File: src/hdl/mwc_pkg.sv
`timescale 1ns / 1ps
// ----------------------------------------------------------------------------
// MWC picker package
// Shared types, operation codes and constants for the multiply-with-carry
// random range picker and its bit-serial arithmetic lanes.
// ----------------------------------------------------------------------------
package mwc_pkg;

  localparam int unsigned WORD_W = 32;
  localparam int unsigned HALF_W = 16;

  // Full scale of a probability test.
  localparam int unsigned PROB_SCALE = 1000;
  localparam logic [WORD_W-1:0] PROB_FULL = WORD_W'(PROB_SCALE);
  localparam logic [WORD_W-1:0] PROB_HALF = WORD_W'(PROB_SCALE / 2);

  // Seeding multipliers and the multiply-with-carry factors of each half.
  localparam logic [WORD_W-1:0] MUL_W = 32'd2019164533;
  localparam logic [WORD_W-1:0] MUL_Z = 32'd1000632769;
  localparam logic [WORD_W-1:0] MWC_Z = 32'd36969;
  localparam logic [WORD_W-1:0] MWC_W = 32'd18000;

  // Bit-serial step counts.
  localparam int unsigned SEED_STEPS = WORD_W;
  localparam int unsigned ADV_STEPS  = HALF_W;
  localparam int unsigned DIV_STEPS  = WORD_W;
  localparam int unsigned CNT_W      = $clog2(WORD_W);

  typedef enum logic [2:0] {
    FN_RESEED = 3'd0,
    FN_RAW    = 3'd1,
    FN_RANGE  = 3'd2,
    FN_PROB   = 3'd3,
    FN_COIN   = 3'd4
  } func_t;

  typedef struct packed {
    logic [2:0]        func;
    logic [WORD_W-1:0] range_low;
    logic [WORD_W-1:0] range_high;
    logic [9:0]        probability;
  } cmd_t;

  typedef struct packed {
    logic [WORD_W-1:0] value;
    logic              hit;
    logic              error;
  } rsp_t;

  // Control of a bit-serial lane: load operands, or run one step.
  typedef struct packed {
    logic load;
    logic run;
  } lane_ctrl_t;

endpackage

File: src/hdl/mwc_mul_lane.sv
`timescale 1ns / 1ps
// ----------------------------------------------------------------------------
// MWC serial multiply lane
// Shift-and-add multiplier taking one multiplier bit per cycle while run is
// set. The accumulator also holds one generator half between operations.
// ----------------------------------------------------------------------------
module mwc_mul_lane (
  input  logic                      clk,
  input  mwc_pkg::lane_ctrl_t       ctrl,
  input  logic [mwc_pkg::WORD_W-1:0] acc_init,
  input  logic [mwc_pkg::WORD_W-1:0] mcand,
  input  logic [mwc_pkg::WORD_W-1:0] mplier,
  output logic [mwc_pkg::WORD_W-1:0] product
);
  import mwc_pkg::*;

  logic [WORD_W-1:0] acc;
  logic [WORD_W-1:0] a;
  logic [WORD_W-1:0] b;

  always_ff @(posedge clk) begin
    if (ctrl.load) begin
      acc <= acc_init;
      a   <= mcand;
      b   <= mplier;
    end else if (ctrl.run) begin
      if (b[0]) begin
        acc <= acc + a;
      end
      a <= {a[WORD_W-2:0], 1'b0};
      b <= {1'b0, b[WORD_W-1:1]};
    end
  end

  assign product = acc;

endmodule

File: src/hdl/mwc_rem_unit.sv
`timescale 1ns / 1ps
// ----------------------------------------------------------------------------
// MWC serial remainder unit
// Restoring division producing one quotient bit per cycle while run is set;
// only the remainder is kept.
// ----------------------------------------------------------------------------
module mwc_rem_unit (
  input  logic                       clk,
  input  mwc_pkg::lane_ctrl_t        ctrl,
  input  logic [mwc_pkg::WORD_W-1:0] dividend,
  input  logic [mwc_pkg::WORD_W-1:0] divisor,
  output logic [mwc_pkg::WORD_W-1:0] remainder
);
  import mwc_pkg::*;

  logic [WORD_W-1:0] rem;
  logic [WORD_W-1:0] dvd;
  logic [WORD_W-1:0] dsr;
  logic [WORD_W:0]   shifted;
  logic [WORD_W:0]   diff;

  // The partial remainder stays below the divisor, so the shifted value
  // fits in one extra bit.
  assign shifted = {rem, dvd[WORD_W-1]};
  assign diff    = shifted - {1'b0, dsr};

  always_ff @(posedge clk) begin
    if (ctrl.load) begin
      rem <= '0;
      dvd <= dividend;
      dsr <= divisor;
    end else if (ctrl.run) begin
      rem <= diff[WORD_W] ? shifted[WORD_W-1:0] : diff[WORD_W-1:0];
      dvd <= {dvd[WORD_W-2:0], 1'b0};
    end
  end

  assign remainder = rem;

endmodule

File: src/hdl/mwc_random_range_picker.sv
`timescale 1ns / 1ps
// ----------------------------------------------------------------------------
// Multiply-with-carry random range picker
// Two 32-bit multiply-with-carry halves serve raw words, inclusive range
// picks, probability tests and coin flips; a reseed reloads them from the
// seed register.
// ----------------------------------------------------------------------------
//
//  Channel   Signals                         Direction  Carries
//  -------   ------------------------------  ---------  ------------------------
//  cmd       cmd_valid, cmd_stall, cmd       in         one request item
//  rsp       rsp_valid, rsp_stall, rsp       out        one result item each
//  seed      seed_wr_en, seed_wr_data        in         seed register write
//
// A raw word goes from acceptance through the serial advance, one bit of
// each half's low 16 bits a cycle, to the finishing state, which registers
// the result. Range picks, probability tests and coin flips add a load
// step and the serial remainder unit before the finishing state. A reseed
// runs the serial seeding multiply, a load step and the advance, then
// finishes. A reversed range or an unused code goes from acceptance
// straight to the finishing state. The block returns to idle as the result
// is registered, and only there takes the next item.
// After reset the block runs a reseed from seed zero and holds cmd_stall
// high meanwhile; seed writes are taken at any time.
// A finished result waits in the output register while rsp_stall is high;
// the next item is already accepted and held back only at its final step.
// ----------------------------------------------------------------------------
module mwc_random_range_picker (
  input  logic                       clk,
  input  logic                       rst,
  input  logic                       cmd_valid,
  output logic                       cmd_stall,
  input  mwc_pkg::cmd_t              cmd,
  output logic                       rsp_valid,
  input  logic                       rsp_stall,
  output mwc_pkg::rsp_t              rsp,
  input  logic                       seed_wr_en,
  input  logic [mwc_pkg::WORD_W-1:0] seed_wr_data
);
  import mwc_pkg::*;

  typedef enum logic [2:0] {
    ST_INIT,
    ST_IDLE,
    ST_RESEED_RUN,
    ST_ADV_LOAD,
    ST_ADV_RUN,
    ST_DIV_LOAD,
    ST_DIV_RUN,
    ST_FINISH
  } state_t;

  state_t            state;
  logic [CNT_W-1:0]  cnt;
  logic              init_run;
  logic [WORD_W-1:0] seed;
  logic [2:0]        op;
  logic              err;
  logic [WORD_W-1:0] lo;
  logic [WORD_W-1:0] span;
  logic [WORD_W-1:0] thresh;

  logic              accept;
  logic              reversed;
  logic              adv_func;
  logic              load_seed;
  logic              load_adv;
  logic              out_free;
  logic [WORD_W-1:0] seed_eff;
  logic [WORD_W-1:0] lo_c;
  logic [WORD_W-1:0] hi_c;
  logic [WORD_W-1:0] span_c;
  logic [WORD_W-1:0] z_half;
  logic [WORD_W-1:0] w_half;
  logic [WORD_W-1:0] word;
  logic [WORD_W-1:0] rem;
  logic [WORD_W-1:0] z_acc_init;
  logic [WORD_W-1:0] z_mcand;
  logic [WORD_W-1:0] z_mplier;
  logic [WORD_W-1:0] w_acc_init;
  logic [WORD_W-1:0] w_mcand;
  logic [WORD_W-1:0] w_mplier;
  lane_ctrl_t        mul_ctrl;
  lane_ctrl_t        div_ctrl;
  rsp_t              rsp_next;

  // Requests are taken only from the idle state; everything else is busy.
  assign cmd_stall = (state != ST_IDLE);
  assign accept    = cmd_valid && !cmd_stall;
  assign out_free  = !rsp_valid || !rsp_stall;

  // A reversed range reports an error and leaves the generator alone.
  assign reversed = (cmd.range_low > cmd.range_high);
  assign adv_func = (cmd.func == FN_RAW) || ((cmd.func == FN_RANGE) && !reversed) ||
                    (cmd.func == FN_PROB) || (cmd.func == FN_COIN);

  // All-ones bounds are lowered by one so the span never wraps to zero.
  assign lo_c   = (cmd.range_low == '1) ? (cmd.range_low - 1'b1) : cmd.range_low;
  assign hi_c   = (cmd.range_high == '1) ? (cmd.range_high - 1'b1) : cmd.range_high;
  assign span_c = hi_c - lo_c + 1'b1;

  // Lane loads: seeding multiply or one generator advance. The advance
  // starts straight from acceptance since the halves are already settled.
  assign load_seed = (state == ST_INIT) || (accept && (cmd.func == FN_RESEED));
  assign load_adv  = (state == ST_ADV_LOAD) || (accept && adv_func);
  assign mul_ctrl.load = load_seed || load_adv;
  assign mul_ctrl.run  = (state == ST_RESEED_RUN) || (state == ST_ADV_RUN);

  assign seed_eff = init_run ? '0 : seed;

  always_comb begin
    if (load_adv) begin
      // half = factor * (half mod 2^16) + (half div 2^16)
      z_acc_init = {{HALF_W{1'b0}}, z_half[WORD_W-1:HALF_W]};
      z_mcand    = MWC_Z;
      z_mplier   = {{HALF_W{1'b0}}, z_half[HALF_W-1:0]};
      w_acc_init = {{HALF_W{1'b0}}, w_half[WORD_W-1:HALF_W]};
      w_mcand    = MWC_W;
      w_mplier   = {{HALF_W{1'b0}}, w_half[HALF_W-1:0]};
    end else begin
      // Seeding: multiply an odd form of the seed (or its complement).
      z_acc_init = '0;
      z_mcand    = MUL_Z;
      z_mplier   = {~seed_eff[WORD_W-2:0], 1'b1};
      w_acc_init = '0;
      w_mcand    = MUL_W;
      w_mplier   = {seed_eff[WORD_W-2:0], 1'b1};
    end
  end

  mwc_mul_lane u_lane_z (
    .clk      (clk),
    .ctrl     (mul_ctrl),
    .acc_init (z_acc_init),
    .mcand    (z_mcand),
    .mplier   (z_mplier),
    .product  (z_half)
  );

  mwc_mul_lane u_lane_w (
    .clk      (clk),
    .ctrl     (mul_ctrl),
    .acc_init (w_acc_init),
    .mcand    (w_mcand),
    .mplier   (w_mplier),
    .product  (w_half)
  );

  // The generator output word combines both halves.
  assign word = {z_half[HALF_W-1:0], {HALF_W{1'b0}}} + w_half;

  assign div_ctrl.load = (state == ST_DIV_LOAD);
  assign div_ctrl.run  = (state == ST_DIV_RUN);

  mwc_rem_unit u_rem (
    .clk       (clk),
    .ctrl      (div_ctrl),
    .dividend  (word),
    .divisor   (span),
    .remainder (rem)
  );

  // Result assembly for the finished operation.
  always_comb begin
    rsp_next = '0;
    unique case (op)
      FN_RAW: begin
        rsp_next.value = word;
      end
      FN_RANGE: begin
        rsp_next.error = err;
        if (!err) begin
          rsp_next.value = rem + lo;
        end
      end
      FN_PROB, FN_COIN: begin
        rsp_next.hit = (rem < thresh);
      end
      default: begin
        rsp_next = '0;
      end
    endcase
  end

  always_ff @(posedge clk) begin
    if (rst) begin
      state     <= ST_INIT;
      cnt       <= '0;
      init_run  <= 1'b1;
      seed      <= '0;
      rsp_valid <= 1'b0;
    end else begin
      if (seed_wr_en) begin
        seed <= seed_wr_data;
      end
      // The finishing state sets valid itself when the register frees up.
      if (rsp_valid && !rsp_stall && (state != ST_FINISH)) begin
        rsp_valid <= 1'b0;
      end
      unique case (state)
        ST_INIT: begin
          cnt   <= '0;
          state <= ST_RESEED_RUN;
        end
        ST_IDLE: begin
          if (accept) begin
            op  <= cmd.func;
            err <= (cmd.func == FN_RANGE) && reversed;
            cnt <= '0;
            if (cmd.func == FN_RANGE) begin
              lo   <= lo_c;
              span <= span_c;
            end else begin
              lo   <= '0;
              span <= PROB_FULL;
            end
            thresh <= (cmd.func == FN_COIN) ? PROB_HALF
                                            : {{(WORD_W-10){1'b0}}, cmd.probability};
            if (cmd.func == FN_RESEED) begin
              state <= ST_RESEED_RUN;
            end else if (adv_func) begin
              state <= ST_ADV_RUN;
            end else begin
              state <= ST_FINISH;
            end
          end
        end
        ST_RESEED_RUN: begin
          cnt <= cnt + 1'b1;
          if (cnt == CNT_W'(SEED_STEPS - 1)) begin
            state <= ST_ADV_LOAD;
          end
        end
        ST_ADV_LOAD: begin
          cnt   <= '0;
          state <= ST_ADV_RUN;
        end
        ST_ADV_RUN: begin
          cnt <= cnt + 1'b1;
          if (cnt == CNT_W'(ADV_STEPS - 1)) begin
            if (init_run) begin
              init_run <= 1'b0;
              state    <= ST_IDLE;
            end else if ((op == FN_RANGE) || (op == FN_PROB) || (op == FN_COIN)) begin
              state <= ST_DIV_LOAD;
            end else begin
              state <= ST_FINISH;
            end
          end
        end
        ST_DIV_LOAD: begin
          cnt   <= '0;
          state <= ST_DIV_RUN;
        end
        ST_DIV_RUN: begin
          cnt <= cnt + 1'b1;
          if (cnt == CNT_W'(DIV_STEPS - 1)) begin
            state <= ST_FINISH;
          end
        end
        ST_FINISH: begin
          // Hold here until the output register is free.
          if (out_free) begin
            rsp       <= rsp_next;
            rsp_valid <= 1'b1;
            state     <= ST_IDLE;
          end
        end
        default: begin
          state <= ST_IDLE;
        end
      endcase
    end
  end

endmodule
File: config.mk
export PLATFORM = sky130hd
export DESIGN_NAME = mwc_random_range_picker
export DESIGN_NICKNAME = d
export VERILOG_FILES = /design/src/hdl/mwc_pkg.sv /design/src/hdl/mwc_mul_lane.sv /design/src/hdl/mwc_rem_unit.sv /design/src/hdl/mwc_random_range_picker.sv
export SDC_FILE = /design/constraint.sdc
export NUM_CORES = 1
export LEC_CHECK = 0
export ABC_CLOCK_PERIOD_IN_PS = 20900
export BUFFER_PORTS_ARGS = -buffer_cell sky130_fd_sc_hd__buf_2
export CAP_MARGIN = 25
export CORE_ASPECT_RATIO = 0.5
export CORE_MARGIN = 2
export CORE_UTILIZATION = 25
export DETAILED_ROUTE_END_ITERATION = 12
export GPL_ROUTABILITY_DRIVEN = 1
export SLEW_MARGIN = 20
export SYNTH_ARGS = -nofsm -noshare
export SYNTH_HDL_FRONTEND = slang
export SYNTH_SLANG_ARGS = --single-unit
File: constraint.sdc
create_clock -name clk -period 20.9 [get_ports clk]
set_clock_uncertainty 0.2 [all_clocks]
set_input_delay 4.18 -clock clk [delete_from_list [all_inputs] [get_ports clk]]
set_output_delay 4.18 -clock clk [all_outputs]
set_load 0.02 [all_outputs]
After elaboration in Yosys (flattened, before gate mapping)
Index checks and enable logic that the tools add are counted.
Operators by class
  $add $sub $neg: 10
  $lt $le $gt $ge: 2
  equality and inequality tests: 26
  multiplexer cells: 43
  bitwise gates (word level): 2
  reduce and logical (&&, ||, !) cells: 38
Operators with widths (number)
  two-way mux 32 bit: 22
  adder 32 bit: 4
  equality test 32 bit, second input constant: 2
  case mux 32 bit (2 select lines): 1
  subtractor 32 x 1 -> 32 bit, second input constant: 2
  two-way mux 31 bit: 2
  subtractor 33 x 32 -> 33 bit: 1
  adder 32 x 1 -> 32 bit, second input constant: 1
  greater-than comparator 32 bit: 1
  less-than comparator 32 bit: 1
  two-way mux 16 bit: 2
  subtractor 32 bit: 1
  inverter 31 bit: 1
  two-way mux 30 bit: 1
  case mux 3 bit (8 select lines): 1
  two-way mux 3 bit: 7
  equality test 3 x 2 -> 1 bit, second input constant: 6
  equality test 3 bit, second input constant: 6
  case mux 5 bit (3 select lines): 1
  logical OR 1 bit: 10
  equality test 3 x 1 -> 1 bit, second input constant: 3
  AND reduction 2 bit: 4
  nonzero test 2 bit: 4
  logical AND 1 bit: 7
  other kinds (18): 30
Word-level totals
  register bits: 463
  input port bits: 114

Depth between registers and ports, before layout
  depth after elaboration: 11
  depth in mapped cells: 20
  gate-level depth less buffers: 20

Cells and area by module
A second synthesis with hierarchy kept.
Second synthesis, totals
  cell total of the unflattened synthesis: 2945
  area total of the unflattened synthesis: 29728.5 um^2
Modules (own cells, without submodules)
  mwc_random_range_picker: instances 1, cells each 1344, area each 12037.8 um^2, seq. area each 4184.0 um^2
  mwc_mul_lane at u_lane_w: instances 1, cells each 517, area each 6127.1 um^2, seq. area each 2882.8 um^2
  mwc_mul_lane at u_lane_z: instances 1, cells each 507, area each 5805.6 um^2, seq. area each 2882.8 um^2
  mwc_rem_unit: instances 1, cells each 577, area each 5758.0 um^2, seq. area each 2562.5 um^2

Least setup slack after synthesis
OpenSTA, ideal clock, no wires.
  path kind: input to register
  from: in cmd[13] in the netlist's numbering
  to: reg u_lane_w.a[0], enable pin
  arrival: 10.005 ns
  required time: 18.887 ns
  slack: 8.882 ns
  stages: 12
  path buffers: 1
  cells stage by stage: inv_1 > ha_1 > nand3_1 > o21bai_1 > a221o_1 > a21o_1 > a21o_1 > a311oi_1 > nor3_1 > nor2_1 > clkbuf_1 > o21ai_0
Between the ends
  word-level cells in the longest chain between the ends: 10
Ends and longest elaborated chain
  start, declared: RTL line mwc_random_range_picker.sv:33  | input mwc_pkg::cmd_t cmd,
  greater-than comparator 32 bit: RTL line mwc_random_range_picker.sv:93  | assign reversed = (cmd.range_low > cmd.range_high);
  logical NOT 1 bit: RTL line mwc_random_range_picker.sv:94  | assign adv_func = (cmd.func == FN_RAW) || ((cmd.func == FN_RANGE) && !reversed) ||
  logical AND 1 bit: RTL line mwc_random_range_picker.sv:94
  logical OR 1 bit (2 in series): RTL line mwc_random_range_picker.sv:94
  logical OR 1 bit: RTL line mwc_random_range_picker.sv:95  | (cmd.func == FN_PROB) || (cmd.func == FN_COIN);
  logical AND 1 bit: RTL line mwc_random_range_picker.sv:105  | assign load_adv = (state == ST_ADV_LOAD) || (accept && adv_func);
  logical OR 1 bit: RTL line mwc_random_range_picker.sv:105
  logical OR 1 bit: RTL line mwc_random_range_picker.sv:106  | assign mul_ctrl.load = load_seed || load_adv;
  nonzero test 2 bit (no line)
  end signal, assigned: RTL line mwc_mul_lane.sv:24  | a <= mcand;
  end signal, assigned: RTL line mwc_mul_lane.sv:30  | a <= {a[WORD_W-2:0], 1'b0};
  end, declared: RTL line mwc_mul_lane.sv:18  | logic [WORD_W-1:0] a;
Every way passes these cells.
A chain may end at the register's enable or synchronous reset.

Worst setup path after layout
  from: in cmd[29] in the netlist's numbering
  to: reg u_lane_z.a[18], enable pin
Between the ends
  word-level cells in the longest chain between the ends: 10
Ends and longest elaborated chain (RTL line)
  greater-than comparator 32 bit: mwc_random_range_picker.sv:93
  logical NOT 1 bit: mwc_random_range_picker.sv:94
  logical AND 1 bit: mwc_random_range_picker.sv:94
  logical OR 1 bit (2 in series): mwc_random_range_picker.sv:94
  logical OR 1 bit: mwc_random_range_picker.sv:95
  logical AND 1 bit: mwc_random_range_picker.sv:105
  logical OR 1 bit: mwc_random_range_picker.sv:105
  logical OR 1 bit: mwc_random_range_picker.sv:106
  nonzero test 2 bit (no line)
  end signal, assigned: mwc_mul_lane.sv:24
  end signal, assigned: mwc_mul_lane.sv:30
  end, declared: mwc_mul_lane.sv:18
Every way passes these cells.

==> impl_metrics.tcl <==
set metrics [dict create \
    tritoncts "done" \
    postSynthAreaPerCell_sq_um 9.90 \
    power_density_nw_per_um2 113 \
    worst-slew-pin-transition_ps 1010 \
    synth.yosys.seq_area_share 0.463 \
    totalNegativeSetupSlack_ps 0 \
    core_area_sq_um 107000 \
    post_cts_resize_count 0 \
    sinks_on_the_clock_net 441 \
    maximum_number_of_pins_on_one_net_before_global_route_repair 92 \
    cp-start-kind "input pin" \
    grtUsageTotal 0.129 \
    synth_most_common_cell "sky130_fd_sc_hd__edfxtp_1" \
    clock_pin_slew_on_the_worst_setup_and_hold_paths_ps 60 \
    die-width_um 469 \
    worstReg2RegEnd "u_lane_z.a[18]$_DFFE_PP_" \
    yosysTopAreaCell "sky130_fd_sc_hd__edfxtp_1" \
    setup.worst_path.end_class "register" \
    fillCellCount 11100 \
    rr_worst_depth 10 \
    min_from "span[13]$_SDFFCE_PN0P_" \
    r2r_setup_slack_ps 15830 \
    hp-class "register to register" \
    pre_cts_slack_ps 10590 \
    gp_congestion 0.896 \
    y_dimension_of_the_die_um 236 \
    critical_path_required_ps 20900 \
    ff_latch_area_sq_um 12500 \
    cts_max_path_buffers 3 \
    drive_gt1_frac 0.100 \
    max_clock_freq_mhz 105 \
    synth_fp_nets 3099 \
    yosys.cell_types.count 74 \
    synth.area.top_cells "sky130_fd_sc_hd__edfxtp_1 (41%), sky130_fd_sc_hd__ha_1 (12%), sky130_fd_sc_hd__dfxtp_1 (5.4%)" \
    floorplan.initialDensity 0.252 \
    post_cts_buffers 0 \
    netlist_area_sq_um 27000 \
    route.final.wire_length_mm 72.9 \
    avgViaCountPerCell 4.78 \
    die_area_sq_um 111000 \
    top_ports 150 \
    final-max-slew-violation-count 0 \
    timing.hold.worst_endpoint "u_rem.dsr[13]$_DFFE_PP_" \
    synth_cells 2730 \
    finish.net_count 3203 \
    hpwl_mm 54.5 \
    timing.slew.headroom 0.319 \
    maxCapViolations 0 \
    p_leak_nw 12.7 \
    critPathKind "input pin to register" \
    antenna_found_initial 17 \
    netlist_top_cells_count "sky130_fd_sc_hd__edfxtp_1 (368), sky130_fd_sc_hd__nand2_1 (319), sky130_fd_sc_hd__nor2_1 (264), sky130_fd_sc_hd__ha_1 (249), sky130_fd_sc_hd__a21oi_1 (175)" \
    io_buffers 148 \
    drt_pass1_iterations 5 \
    synth-main-ff-cell "sky130_fd_sc_hd__edfxtp_1" \
    post_drt_wl_per_cell_um 16.9 \
    yosys_register_bits 441 \
    clock_buffers_created_by_tritoncts 48 \
    rr_startpoint "state[2]$_SDFFE_PP0P_" \
    floorplan.rows 85 \
    final_count_of_hold_timing_violations 0 \
    rsz_0062_raised_after_global_routing "no" \
    drcViolationCount 0 \
    first_global_vias 20100 \
    synth_edf_count 368 \
    overflow 0 \
    multi_input_comb_area_sq_um 13500 \
    timing.final.crit_share 0.455 \
    synthesis.yosys.warnings 0 \
    worst-path-max-fanout 70 \
    setup_viol 0 \
    cts.root.buffer_cell "sky130_fd_sc_hd__clkbuf_16" \
    critPathArrivalTime_ps 9520 \
    worstHoldPathCells 0 \
    synthArstFlopShare 0 \
    synth.top_cell.area_share 0.409 \
    status "finished clean" \
    final_antenna_net_count 0 \
    htree_levels 2 \
    ir_drop_mv 0.0628 \
    clkLatencyLatePin_ps 600 \
    initialDrtViolationCount 1454 \
    num_vias 20600 \
    holdBufCountCts 0 \
    layout_min_cycle_time_ps 9520 \
    wire_length_of_the_first_global_routing_pass_mm 115 \
    layout-area-overhead-vs-synth_pct 14.4 \
    layout_setup_ws_ps 11380 \
]
## layer usage
metal,routed length [um],GRT usage,vias up
met4,1870,0.0361,18
li1,-,-,10200
met1,31900,0.165,9958
met2,35700,0.225,398
met5,119,0,-
met3,3290,0.0205,121
## flip-flops by register name, indices dropped and copies added (netlist names)
signal            cells
rsp_valid             1
u_lane_z.a           32
lo                   32
u_lane_z.product     32
span                 32
u_rem.remainder      32
u_lane_w.b           32
u_lane_w.product     32
init_run              1
cnt                   5
u_lane_z.b           32
state                 3
u_lane_w.a           32
op                    3
rsp                  34
u_rem.dsr            32
thresh               10
u_rem.dvd            32
err                   1
seed                 31
## kinds of logic after synthesis
logic type / share of synthesized area
flops: 0.463
compound gates: 0.162
buf+inv: 0.0387
simple gates: 0.143
fa+ha+maj: 0.120
xor+xnor: 0.0528
mux: 0.0208
## area by class of cell
cell class                 count  area share
antenna                        8    0.000648
clock buffer                  61      0.0421
clock inverter                29     0.00769
inverter                     149      0.0181
multi-input combinational   2017       0.437
sequential                   441       0.405
tap                         1435      0.0581
timing repair buffer         177      0.0318
## worst max path at each step
stage / from / endpoint / slack [ps]
2_1_floorplan: cmd[13] / u_lane_w.a[0]$_SDFFCE_PP0P_ / 8880
3_3_place_gp: cmd[29] / u_lane_z.a[30]$_SDFFCE_PN0P_ / 10660
3_5_place_dp: cmd[29] / u_lane_z.a[30]$_SDFFCE_PN0P_ / 10590
4_1_cts: cmd[29] / u_lane_z.a[18]$_DFFE_PP_ / 11220
5_1_grt: cmd[29] / u_lane_z.a[17]$_SDFFCE_PN0P_ / 10910
6_report: cmd[29] / u_lane_z.a[18]$_DFFE_PP_ / 11380
## placed cells by master, fill, tap and decap left out, drive strengths merged, types with 18 or more instances in the layout
cell type	n
inv	150
nor3	31
nand2	320
nor4	18
a31oi	36
nand2b	33
o21a	25
clkinv	21
a21oi	178
edfxtp	368
dfxtp	73
buf	177
nand4	32
xor2	75
clkbuf	61
nand3	37
a22o	20
and3	46
a21o	82
o31ai	32
o21ai	175
mux2i	55
xnor2	87
nor2	264
ha	249
nor2b	22
## worst max-delay path, cell delays in order
cell	delay, ps
sky130_fd_sc_hd__buf_2	110
sky130_fd_sc_hd__inv_1	50
sky130_fd_sc_hd__ha_1	310
sky130_fd_sc_hd__a41o_1	240
sky130_fd_sc_hd__a211oi_1	290
sky130_fd_sc_hd__o31ai_1	130
sky130_fd_sc_hd__a211oi_1	710
sky130_fd_sc_hd__a21o_1	350
sky130_fd_sc_hd__a311oi_1	170
sky130_fd_sc_hd__nor3_2	140
sky130_fd_sc_hd__buf_4	630
sky130_fd_sc_hd__nor2_1	80
sky130_fd_sc_hd__buf_4	270
sky130_fd_sc_hd__o21ai_4	400
sky130_fd_sc_hd__buf_4	530
sky130_fd_sc_hd__buf_4	830
## report_power, final
part / internal, mW / total, mW / switching [mW] / leakage, nW
Sequential: 1.20 / 1.36 / 0.155 / 4.14
Combinational: 0.534 / 1.30 / 0.768 / 7.77
Clock: 0.479 / 0.844 / 0.365 / 0.751
## metrics by stage
| step | utilization | instance area, sq um | hold slack [ps] | power (mW) | cells |
|---|---|---|---|---|---|
| floorplan | - | 27000 | 200 | 2.32 | 2730 |
| global placement | 0.273 | 29300 | 202 | 2.64 | 4217 |
| detailed placement | 0.273 | 29300 | 205 | 2.65 | 4217 |
| CTS | 0.288 | 30900 | 203 | 3.52 | 4307 |
| global route | 0.288 | 30900 | 212 | 3.74 | 4314 |
| finish | 0.288 | 30900 | 204 | 3.50 | 4317 |
Power figures use the tool's default switching activity.
